## src/rtl/hdlc_rx_deframer_packet_ring_macros.svh

```systemverilog
// Assertion macros used by the deframer top-level RTL.
`ifndef HDLC_RX_DEFRAMER_PACKET_RING_MACROS_SVH
`define HDLC_RX_DEFRAMER_PACKET_RING_MACROS_SVH

`ifndef SYNTHESIS

// Plain property checked at every clock edge outside reset.
`define HRX_ASSERT(name, clk, rst, prop) \
  name: assert property (@(posedge clk) disable iff (rst) (prop)) \
    else $error("hdlc rx assertion failed");

// Implication checked in the same cycle.
`define HRX_ASSERT_IMPL(name, clk, rst, ante, cons) \
  name: assert property (@(posedge clk) disable iff (rst) (ante) |-> (cons)) \
    else $error("hdlc rx assertion failed");

// Implication whose consequent is checked in the cycle after the antecedent.
`define HRX_ASSERT_NEXT(name, clk, rst, ante, cons) \
  name: assert property (@(posedge clk) disable iff (rst) (ante) |=> (cons)) \
    else $error("hdlc rx assertion failed");

`else

`define HRX_ASSERT(name, clk, rst, prop)
`define HRX_ASSERT_IMPL(name, clk, rst, ante, cons)
`define HRX_ASSERT_NEXT(name, clk, rst, ante, cons)

`endif

`endif

```

## src/rtl/hdlcrx_pkg.sv

```systemverilog
package hdlcrx_pkg;

  localparam logic [7:0] FLAG_BYTE   = 8'h7e;
  localparam logic [7:0] ESCAPE_BYTE = 8'h7d;
  localparam logic [7:0] ESCAPE_XOR  = 8'h20;
  localparam logic [7:0] ABORT_MASK  = 8'h7f;

  localparam logic KIND_BYTE    = 1'b0;
  localparam logic KIND_RELEASE = 1'b1;

  typedef enum logic [3:0] {
    EV_STORED        = 4'd0,
    EV_CLOSED        = 4'd1,
    EV_EMPTY         = 4'd2,
    EV_ESCAPE        = 4'd3,
    EV_LINE_DROP     = 4'd4,
    EV_ABORT_DROP    = 4'd5,
    EV_OVERFLOW_DROP = 4'd6,
    EV_RELEASED      = 4'd7,
    EV_NONE          = 4'd8
  } evt_t;

  typedef struct packed {
    evt_t evt;
    logic write_valid;
  } res_ctl_t;

endpackage

```

## src/rtl/hdlc_rx_deframer_packet_ring.sv

```systemverilog
// HDLC receive deframer: strips flag/escape byte stuffing from received UART
// bytes and hands each stored byte out as an address/data pair for an
// external byte ring of BUF_DEPTH entries (at most BUF_DEPTH-1 bytes held).
// Completed frames are tracked in a ring of SLOT_COUNT packet slots, of which
// at most SLOT_COUNT-2 can be pending; a release transfer frees the oldest one
// and reports its start and length. Every input transfer gives exactly one
// result, in the cycle after it is taken, and a new transfer can be taken
// every cycle while input stall is low: all decode and pointer updates are
// combinational into the result register, and the slot end-address RAM
// has a registered, forwarded read that always holds the oldest packet's
// end. Input stall rises only while a result is held by output stall.
`include "hdlc_rx_deframer_packet_ring_macros.svh"

module hdlc_rx_deframer_packet_ring #(
  parameter int BUF_DEPTH  = 128,
  parameter int SLOT_COUNT = 8
) (
  input  logic                          clk,
  input  logic                          rst,
  input  logic                          in_valid,
  output logic                          in_stall,
  input  logic                          kind,
  input  logic [7:0]                    rx_byte,
  input  logic                          line_error,
  output logic                          out_valid,
  input  logic                          out_stall,
  output logic [3:0]                    event_res,
  output logic                          write_valid,
  output logic [$clog2(BUF_DEPTH)-1:0]  write_addr,
  output logic [7:0]                    write_data,
  output logic [$clog2(BUF_DEPTH)-1:0]  pkt_start,
  output logic [$clog2(BUF_DEPTH)-1:0]  pkt_length,
  output logic [$clog2(SLOT_COUNT)-1:0] pending_count
);

  import hdlcrx_pkg::*;

  localparam int AW = $clog2(BUF_DEPTH);
  localparam int SW = $clog2(SLOT_COUNT);

  logic          take;
  res_ctl_t      ctl;
  logic [AW-1:0] c_write_addr;
  logic [7:0]    c_write_data;
  logic [AW-1:0] c_pkt_start;
  logic [AW-1:0] c_pkt_length;
  logic [SW-1:0] c_pending;
  logic          ram_we;
  logic [SW-1:0] ram_waddr;
  logic [AW-1:0] ram_wdata;
  logic [SW-1:0] ram_raddr;
  logic [AW-1:0] oldest_end;

  assign in_stall = out_valid && out_stall;
  assign take     = in_valid && !in_stall;

  hdlcrx_frame_ctl #(
    .BUF_DEPTH  (BUF_DEPTH),
    .SLOT_COUNT (SLOT_COUNT)
  ) u_frame_ctl (
    .clk           (clk),
    .rst           (rst),
    .take          (take),
    .kind          (kind),
    .rx_byte       (rx_byte),
    .line_error    (line_error),
    .oldest_end    (oldest_end),
    .ctl           (ctl),
    .write_addr    (c_write_addr),
    .write_data    (c_write_data),
    .pkt_start     (c_pkt_start),
    .pkt_length    (c_pkt_length),
    .pending_count (c_pending),
    .ram_we        (ram_we),
    .ram_waddr     (ram_waddr),
    .ram_wdata     (ram_wdata),
    .ram_raddr     (ram_raddr)
  );

  hdlcrx_slot_ram #(
    .SLOT_COUNT (SLOT_COUNT),
    .WIDTH      (AW)
  ) u_slot_ram (
    .clk   (clk),
    .we    (ram_we),
    .waddr (ram_waddr),
    .wdata (ram_wdata),
    .raddr (ram_raddr),
    .rdata (oldest_end)
  );

  always_ff @(posedge clk) begin
    if (rst) begin
      out_valid <= 1'b0;
    end else if (take) begin
      out_valid <= 1'b1;
    end else if (!out_stall) begin
      out_valid <= 1'b0;
    end
  end

  always_ff @(posedge clk) begin
    if (take) begin
      event_res     <= ctl.evt;
      write_valid   <= ctl.write_valid;
      write_addr    <= c_write_addr;
      write_data    <= c_write_data;
      pkt_start     <= c_pkt_start;
      pkt_length    <= c_pkt_length;
      pending_count <= c_pending;
    end
  end

  `HRX_ASSERT_NEXT(a_take_gives_result, clk, rst, take, out_valid)
  `HRX_ASSERT_IMPL(a_write_only_stored, clk, rst, out_valid && write_valid, event_res == EV_STORED)
  `HRX_ASSERT_IMPL(a_pending_bound, clk, rst, out_valid, int'(pending_count) <= SLOT_COUNT - 2)
  `HRX_ASSERT_IMPL(a_release_no_write, clk, rst, out_valid && event_res == EV_RELEASED, !write_valid)

endmodule

```

## src/rtl/hdlcrx_slot_ram.sv

```systemverilog
// End address of each completed packet, one entry per slot.
module hdlcrx_slot_ram #(
  parameter int SLOT_COUNT = 8,
  parameter int WIDTH      = 7
) (
  input  logic                          clk,
  input  logic                          we,
  input  logic [$clog2(SLOT_COUNT)-1:0] waddr,
  input  logic [WIDTH-1:0]              wdata,
  input  logic [$clog2(SLOT_COUNT)-1:0] raddr,
  output logic [WIDTH-1:0]              rdata
);

  logic [WIDTH-1:0] mem [SLOT_COUNT];

  always_ff @(posedge clk) begin
    if (we) begin
      mem[waddr] <= wdata;
    end
  end

  // write-first forwarding so a packet closed this cycle is readable next cycle
  always_ff @(posedge clk) begin
    if (we && (waddr == raddr)) begin
      rdata <= wdata;
    end else begin
      rdata <= mem[raddr];
    end
  end

endmodule

```

## src/rtl/hdlcrx_frame_ctl.sv

```systemverilog
// Destuffing decode and ring pointer update for one transfer.
module hdlcrx_frame_ctl #(
  parameter int BUF_DEPTH  = 128,
  parameter int SLOT_COUNT = 8
) (
  input  logic                          clk,
  input  logic                          rst,
  input  logic                          take,
  input  logic                          kind,
  input  logic [7:0]                    rx_byte,
  input  logic                          line_error,
  input  logic [$clog2(BUF_DEPTH)-1:0]  oldest_end,
  output hdlcrx_pkg::res_ctl_t          ctl,
  output logic [$clog2(BUF_DEPTH)-1:0]  write_addr,
  output logic [7:0]                    write_data,
  output logic [$clog2(BUF_DEPTH)-1:0]  pkt_start,
  output logic [$clog2(BUF_DEPTH)-1:0]  pkt_length,
  output logic [$clog2(SLOT_COUNT)-1:0] pending_count,
  output logic                          ram_we,
  output logic [$clog2(SLOT_COUNT)-1:0] ram_waddr,
  output logic [$clog2(BUF_DEPTH)-1:0]  ram_wdata,
  output logic [$clog2(SLOT_COUNT)-1:0] ram_raddr
);

  import hdlcrx_pkg::*;

  localparam int AW = $clog2(BUF_DEPTH);
  localparam int SW = $clog2(SLOT_COUNT);

  // cur_start: start of frame in progress; wr_ptr: its next write address;
  // rd_start: start of the oldest kept data
  logic [SW-1:0] write_slot, write_slot_next;
  logic [SW-1:0] read_slot, read_slot_next;
  logic [AW-1:0] cur_start, cur_start_next;
  logic [AW-1:0] wr_ptr, wr_ptr_next;
  logic [AW-1:0] rd_start, rd_start_next;
  logic          escape_pending, escape_pending_next;

  logic [SW-1:0] ws_inc;
  logic [SW-1:0] ws_inc2;
  logic [SW-1:0] rs_inc;
  logic [AW-1:0] wr_inc;
  logic [7:0]    data_x;

  function automatic logic [SW-1:0] slot_next(input logic [SW-1:0] s);
    return (s == SW'(SLOT_COUNT - 1)) ? '0 : s + 1'b1;
  endfunction

  always_comb begin
    ws_inc  = slot_next(write_slot);
    ws_inc2 = slot_next(ws_inc);
    rs_inc  = slot_next(read_slot);
    wr_inc  = (wr_ptr == AW'(BUF_DEPTH - 1)) ? '0 : wr_ptr + 1'b1;
    data_x  = escape_pending ? (rx_byte ^ ESCAPE_XOR) : rx_byte;
  end

  always_comb begin
    write_slot_next     = write_slot;
    read_slot_next      = read_slot;
    cur_start_next      = cur_start;
    wr_ptr_next         = wr_ptr;
    rd_start_next       = rd_start;
    escape_pending_next = escape_pending;
    ctl.evt             = EV_NONE;
    ctl.write_valid     = 1'b0;
    write_addr          = '0;
    write_data          = '0;
    pkt_start           = '0;
    pkt_length          = '0;
    ram_we              = 1'b0;
    ram_waddr           = write_slot;
    ram_wdata           = wr_ptr;

    if (take) begin
      priority if (kind == KIND_RELEASE) begin
        if (read_slot != write_slot) begin
          pkt_start      = rd_start;
          pkt_length     = oldest_end - rd_start;
          // packet wraps past the end of the byte ring
          if (oldest_end < rd_start) begin
            pkt_length = oldest_end + AW'(BUF_DEPTH) - rd_start;
          end
          read_slot_next = rs_inc;
          rd_start_next  = oldest_end;
          ctl.evt        = EV_RELEASED;
        end
      end else if (line_error) begin
        wr_ptr_next         = cur_start;
        escape_pending_next = 1'b0;
        ctl.evt             = EV_LINE_DROP;
      end else if (rx_byte == FLAG_BYTE) begin
        escape_pending_next = 1'b0;
        if (cur_start == wr_ptr) begin
          ctl.evt = EV_EMPTY;
        end else if (ws_inc2 == read_slot) begin
          wr_ptr_next = cur_start;
          ctl.evt     = EV_OVERFLOW_DROP;
        end else begin
          write_slot_next = ws_inc;
          cur_start_next  = wr_ptr;
          ram_we          = 1'b1;
          ctl.evt         = EV_CLOSED;
        end
      end else if ((rx_byte & ABORT_MASK) == ABORT_MASK) begin
        wr_ptr_next         = cur_start;
        escape_pending_next = 1'b0;
        ctl.evt             = EV_ABORT_DROP;
      end else if (rx_byte == ESCAPE_BYTE) begin
        escape_pending_next = 1'b1;
        ctl.evt             = EV_ESCAPE;
      end else begin
        escape_pending_next = 1'b0;
        if (wr_inc == rd_start) begin
          wr_ptr_next = cur_start;
          ctl.evt     = EV_OVERFLOW_DROP;
        end else begin
          ctl.write_valid = 1'b1;
          write_addr      = wr_ptr;
          write_data      = data_x;
          wr_ptr_next     = wr_inc;
          ctl.evt         = EV_STORED;
        end
      end
    end

    // RAM output always tracks the end of the packet at read_slot
    ram_raddr     = read_slot_next;
    pending_count = write_slot_next - read_slot_next;
    if (write_slot_next < read_slot_next) begin
      pending_count = write_slot_next + SW'(SLOT_COUNT) - read_slot_next;
    end
  end

  always_ff @(posedge clk) begin
    if (rst) begin
      write_slot     <= '0;
      read_slot      <= '0;
      cur_start      <= '0;
      wr_ptr         <= '0;
      rd_start       <= '0;
      escape_pending <= 1'b0;
    end else begin
      write_slot     <= write_slot_next;
      read_slot      <= read_slot_next;
      cur_start      <= cur_start_next;
      wr_ptr         <= wr_ptr_next;
      rd_start       <= rd_start_next;
      escape_pending <= escape_pending_next;
    end
  end

endmodule

```

## config.mk

```make
export PLATFORM = sky130hd
export DESIGN_NAME = hdlc_rx_deframer_packet_ring
export DESIGN_NICKNAME = d
export VERILOG_FILES = /design/src/rtl/hdlcrx_pkg.sv /design/src/rtl/hdlc_rx_deframer_packet_ring.sv /design/src/rtl/hdlcrx_slot_ram.sv /design/src/rtl/hdlcrx_frame_ctl.sv
export VERILOG_INCLUDE_DIRS = /design/src /design/src/rtl
export SDC_FILE = /design/constraint.sdc
export NUM_CORES = 1
export LEC_CHECK = 0
export BUFFER_PORTS_ARGS = -buffer_cell sky130_fd_sc_hd__buf_4
export CORE_AREA = 2 2 79 156
export DETAILED_ROUTE_END_ITERATION = 6
export DIE_AREA = 0 0 81 158
export PLACE_DENSITY = 0.74
export SETUP_SLACK_MARGIN = 0.02
export SKIP_LAST_GASP = 1
export SLEW_MARGIN = 40
export SYNTH_ARGS = -nofsm -noshare
export SYNTH_HDL_FRONTEND = slang
export SYNTH_SLANG_ARGS = --single-unit
export TNS_END_PERCENT = 50
```

## constraint.sdc

```tcl
create_clock -name clk -period 3.6 [get_ports clk]
set_input_delay 0.72 -clock clk [delete_from_list [all_inputs] [get_ports clk]]
set_output_delay 0.72 -clock clk [all_outputs]
set_load 0.01 [all_outputs]
```

Word level (Yosys, flattened, before mapping)
Memories as Yosys holds them, arrays and structs flattened. A register that Yosys moved wholly into a read port is not among the register bits.
Cells that the tools add are included.
- RAM bits: 56
- memories: 1
- input port bits: 14
- word-level logic and storage cells: 94
- register bits after elaboration: 66
- output and inout bits: 39
- memory list (name ; depth ; width ; rd ports ; clocked after Yosys merged registers in ; wr ports ; RTL line ; source):
    u_slot_ram.mem ; 8 ; 7 ; 1 ; 1 ; 1 ; hdlcrx_slot_ram.sv:14 ; logic [WIDTH-1:0] mem [SLOT_COUNT];
- reductions and logical operators: 10
- multiplexer cells: 45
- bitwise gates (word level): 4
- equality and inequality tests: 14
- add/subtract/negate cells: 6
- operators by type and width (operator ; number):
    7-bit two-way mux ; 8
    3-bit two-way mux ; 14
    4-bit two-way mux ; 7
    8-bit by 7-bit == test with 1-bit output, second input constant ; 2
    1-bit two-way mux ; 15
    7-bit == test ; 2
    7-bit == test, second input constant ; 2
    3-bit by 1-bit adder with 3-bit output, second input constant ; 3
    3-bit == test, second input constant ; 3
    7-bit by 1-bit adder with 7-bit output, second input constant ; 1
    7-bit subtractor ; 1
    6-bit two-way mux ; 1
    6-bit OR reduction ; 1
    5-bit AND reduction ; 1
    5-bit OR reduction ; 1
    4-bit by 2-bit inequality test with 1-bit output, second input constant ; 1
    1-bit inverter ; 4
    2-bit AND reduction ; 2
    4-bit AND reduction ; 1
    3-bit == test ; 1
    3-bit inequality test ; 1
    3-bit inequality test, second input constant ; 1
    3-bit AND reduction ; 1
    3-bit subtractor ; 1
    other kinds (3) ; 4

Longest topological paths before layout
- word-level depth: 13
- gate-level depth with buffers: 15

Modules after synthesis
A second synthesis with hierarchy kept.
- cell total of the unflattened synthesis: 470
- area total of the unflattened synthesis: 6002.0 um^2
- by module, submodules not included (module ; cells each ; area each (um^2) ; times used):
    hdlcrx_frame_ctl ; 331 ; 2558.7 ; 1
    hdlcrx_slot_ram ; 97 ; 2285.9 ; 1
    hdlc_rx_deframer_packet_ring ; 42 ; 1157.4 ; 1

Worst setup path before layout
OpenSTA, ideal clock, no wires.
- kind: in2reg
- start: input port in_valid
- end: register pending_count[2], data pin
- data required time: 3.338 ns
- library setup time: 0.262 ns
- arrival time: 3.545 ns
- setup slack: -0.207 ns
- stages on the path: 10
- cells stage by stage: a21bo_2 > inv_1 > nand2_1 > nor4_4 > mux2i_1 > ha_1 > inv_1 > fa_1 > xor2_1 > xnor2_1
- word-level cells in the longest chain between the ends: 3
- elaborated cells on any way between the ends: 4
- classes of those cells: 1 x add/sub; 2 x mux; 1 x reduce/logical
- ends and longest elaborated chain (element ; RTL line ; source):
    from (decl) ; hdlc_rx_deframer_packet_ring.sv:20 ; input logic in_valid,
    1-bit logical AND (*) ; hdlc_rx_deframer_packet_ring.sv:55 ; assign take = in_valid && !in_stall;
    named net take ; hdlc_rx_deframer_packet_ring.sv:41 ; logic take;
    3-bit two-way mux ; hdlcrx_frame_ctl.sv:74 ; if (take) begin
    3-bit subtractor (*) ; hdlcrx_frame_ctl.sv:128, hdlcrx_frame_ctl.sv:130 ;
    named net c_pending[2] ; hdlc_rx_deframer_packet_ring.sv:47 ; logic [SW-1:0] c_pending;
    to (signal assigned) ; hdlc_rx_deframer_packet_ring.sv:110 ; pending_count <= c_pending;
    to (decl) ; hdlc_rx_deframer_packet_ring.sv:33 ; output logic [$clog2(SLOT_COUNT)-1:0] pending_count
Mark *: on every way through the listed nets, which the timed path passes. The rest lies on a longest branch.
A chain may end at the register's enable or synchronous reset.

Worst setup path after layout
- start: register u_frame_ctl.write_slot[0], in the netlist u_frame_ctl.ram_waddr[0]
- end: register pending_count[2], data pin
- word-level cells in the longest chain between the ends: 12
- elaborated cells on any way between the ends: 18
- classes of those cells: 3 x add/sub; 4 x eq/ne; 11 x mux
- ends and longest elaborated chain (element ; RTL line ; source):
    from (decl) ; hdlcrx_frame_ctl.sv:32 ; logic [SW-1:0] write_slot, write_slot_next;
    from (signal assigned) ; hdlcrx_frame_ctl.sv:143 ; write_slot <= write_slot_next;
    3-bit by 1-bit adder with 3-bit output or 3-bit == test (tied branches) ; hdlcrx_frame_ctl.sv:46 ; return (s == SW'(SLOT_COUNT - 1)) ? '0 : s + 1'b1;
    3-bit two-way mux ; hdlcrx_frame_ctl.sv:46 ;
    3-bit by 1-bit adder with 3-bit output or 3-bit == test (tied branches) ; hdlcrx_frame_ctl.sv:46 ;
    3-bit two-way mux ; hdlcrx_frame_ctl.sv:46 ;
    3-bit == test ; hdlcrx_frame_ctl.sv:95 ; end else if (ws_inc2 == read_slot) begin
    3-bit two-way mux ; hdlcrx_frame_ctl.sv:95 ;
    3-bit two-way mux ; hdlcrx_frame_ctl.sv:93 ; if (cur_start == wr_ptr) begin
    3-bit two-way mux ; hdlcrx_frame_ctl.sv:91 ; end else if (rx_byte == FLAG_BYTE) begin
    3-bit two-way mux ; hdlcrx_frame_ctl.sv:87 ; end else if (line_error) begin
    3-bit two-way mux ; hdlcrx_frame_ctl.sv:75 ; priority if (kind == KIND_RELEASE) begin
    3-bit two-way mux ; hdlcrx_frame_ctl.sv:74 ;
    3-bit subtractor (*) ; hdlcrx_frame_ctl.sv:128, hdlcrx_frame_ctl.sv:130 ;
    named net c_pending[2] ; hdlc_rx_deframer_packet_ring.sv:47 ;
Marked as above.

==> qor.yml <==
synthArstFlopShare_pct: 0
die_w_um: 81
ant_nets: 0
routedWlPerCell_um: 19.8
maxSlewHeadroom_pct: 52.0
synth-edff-count: 93
drtPass1Iterations: 5
critPathBufInv: 1
clk_pin_slew_ns: 0.06
core_area_sq_um: 11600
htreeDepth: 4
slowest_stage: "nor4_4"
vias: 4067
cpPeakStageDelay_ns: 0.39
antenna_found_initial: 0
finalSetupViolations: 0
min_period_ns: 3.52
grt_pass1_wl_mm: 21.8
finClkSkew_ns: 0.00746
post-route-util_pct: 63.4
cts.sinks: 125
finalPower_uw: 3470
ys_types: 64
clock_latency_ns: 0.41
wl_mm: 14.1
synth_nets: 506
syn_to_final_growth_pct: 21.3
dp_cells: 674
syn_inst: 473
clk_path_buf_depth: 2
path_class: "flop to flop"
worstPathArrival_ns: 3.68
gr-usage-all-layers_pct: 23.3
syn-mean-instance-area_sq_um: 12.9
synth.yosys.seq_area_share_pct: 56.5
io-pin-count: 53
synth_ff_type: "edfxtp_1"
root_buffer: "clkbuf_16"
dieHeight_um: 158
netlist_area_sq_um: 6080
path_cells: "ha_4 -> ha_4 -> nor2b_4 -> ha_4 -> a21boi_2 -> xor2_1 -> nor3_4 -> nand2b_4 -> nor4_4 -> mux2i_2 -> ha_2 -> inv_2 -> fa_2 -> xor2_2 -> xnor2_1"
die-area_sq_um: 12800
finalCritPeriodShare_pct: 97.7
final-hold-violation-count: 0
num-nets-final: 586
drive_above_1_share_pct: 30.0
drt_iter0_drc: 208
ys_ff_latch: 125
status: "completed"
synth.area.top_cells: "edfxtp_1 46%, dfxtp_1 11%, mux4_2 5.2%"
peakVddDrop_mv: 0.356
start_util_pct: 52.3
yosysWarningCount: 0
critPathTopFamily: "adder cells"
port_buffers: 52
row_count: 56
cts_buffers: 17
layout_commonest_cell: "edfxtp_1"
grt_max_degree: 38
slew_violations: 0
diodes: 0
cp.required_ns: 3.76
place.gp.congestion: 0.933
yosysTopAreaCellShare_pct: 45.9
viasPerCell: 5.72
fmax_mhz: 284
power_density_nw_per_um2: 471
grt_remaining_overflow: 0
grt_pass1_vias: 4197
stdcell_count: 711
hold_buffers: 0
critPathMaxFanout: 4
dpl.hpwl_mm: 10.2
endpoint_kind: "flop"
hold_class: "flop to flop"
mostFrequentLayoutCells: "93 x edfxtp_1, 79 x buf_4, 41 x nor2_1"
synth_top_cell_by_area: "edfxtp_1"
crit_top_cell: "ha_4"
rsz0062_at_grt: "true"
tightestPinTransition_ns: 0.717
drc: 0
cts_tree: "built"
drv_cap: 0
critPathLaunchType: "flop"
p_leak_uw: 0.00272
-- worst reg2reg max path, cell delays in order (launching register included) --
cell and delay [ns]:
dfxtp_2 0.33, ha_4 0.16, ha_4 0.17, nor2b_4 0.15
ha_4 0.21, a21boi_2 0.15, xor2_1 0.23, nor3_4 0.06
nand2b_4 0.16, nor4_4 0.39, mux2i_2 0.31, ha_2 0.21
inv_2 0.04, fa_2 0.37, xor2_2 0.18, xnor2_1 0.14
-- repair_timing --
item | 4_1_cts | 5_1_grt
buffers inserted | 0 | 5
setup endpoints to repair | 0 | 1
gates resized for setup | 0 | 17
-- cell families after synthesis --
kind of cell,count (synthesis),share of synthesized area [%]
AOI/OAI and AO/OA,78,9.63
xor gates and xnor gates,29,4.18
muxes,35,8.74
and+or+nand+nor,153,13.8
adders and majority gates,19,4.16
DFF,125,56.5
buffers and inverters,34,3.05
-- routing by layer --
| metal | up-vias | routed length [um] | global-route usage, % |
|---|---|---|---|
| met3 | 33 | 475 | 3.82 |
| met2 | 106 | 8360 | 43.5 |
| met1 | 2015 | 4740 | 24.1 |
| met5 | - | 0 | 0 |
| met4 | 0 | 513 | 11.8 |
| li1 | 1913 | - | - |
-- flip-flops by register name, indices dropped and copies added (netlist names), 3 cells and up, named ones only --
signal and count:
event_res 4, pending_count 3, pkt_length 7, pkt_start 7, u_frame_ctl.cur_start 7, u_frame_ctl.ram_waddr 3
u_frame_ctl.ram_wdata 7, u_frame_ctl.rd_start 7, u_frame_ctl.read_slot 3, u_slot_ram.mem 56, write_addr 7, write_data 8
-- path summary, 6_finish.rpt --
check / startpoint / end / slack, ns / cells past startpoint
hold / removal: u_frame_ctl.rd_start[4] / u_frame_ctl.rd_start[4] / 0.50 / 2
hold reg to reg: u_frame_ctl.rd_start[4] / u_frame_ctl.rd_start[4] / 0.50 / 2
setup reg to reg: u_frame_ctl.ram_waddr[0] / pending_count[2] / 0.08 / 15
setup / recovery: u_frame_ctl.ram_waddr[0] / pending_count[2] / 0.08 / 15
-- layout make-up --
cell class,count,area [sq um]
Inverter,16,63.8
Tap cell,145,181
Sequential cell,125,3440
Fill cell,936,4250
Clock buffer,17,425
Clock inverter,15,146
Multi-Input combinational cell,314,2530
Timing Repair Buffer,79,593
-- synthesized netlist by cell type (3+ instances only) --
master	count
edfxtp_1	93
nor2_1	41
dfxtp_1	32
nand2_1	31
and2_1	20
xnor2_1	19
o21ai_0	18
ha_1	17
inv_1	16
mux2i_1	16
a21oi_1	15
mux4_2	14
xor2_1	10
clkbuf_1	8
nor2b_1	8
nor3_1	8
and3_1	6
nand2b_1	6
mux2_2	5
nand3_1	5
o22ai_1	5
a21o_1	4
a221oi_2	4
buf_6	4
a2111oi_2	3
a211oi_1	3
buf_2	3
nand3b_1	3
o211ai_1	3
o31a_1	3
or2_2	3
-- through the flow --
step                      TNS, ns  cell area (sq um)  hold slack, ns  worst slack [ns]
after floorplan                 0               6080           0.461             0.133
after global placement          0               6700           0.477             0.195
after detailed placement        0               6700           0.484            0.0386
after CTS                       0               7270           0.493            0.0340
after global routing      -0.0581               7380           0.521           -0.0581
final                           0               7380           0.496            0.0821
-- power breakdown --
| part | internal [uW] | switching (uW) | total [uW] |
|---|---|---|---|
| Clock | 1010 | 634 | 1650 |
| Combinational | 94.9 | 141 | 235 |
| Sequential | 1580 | 11.7 | 1590 |
Power figures use the tool's default switching activity.
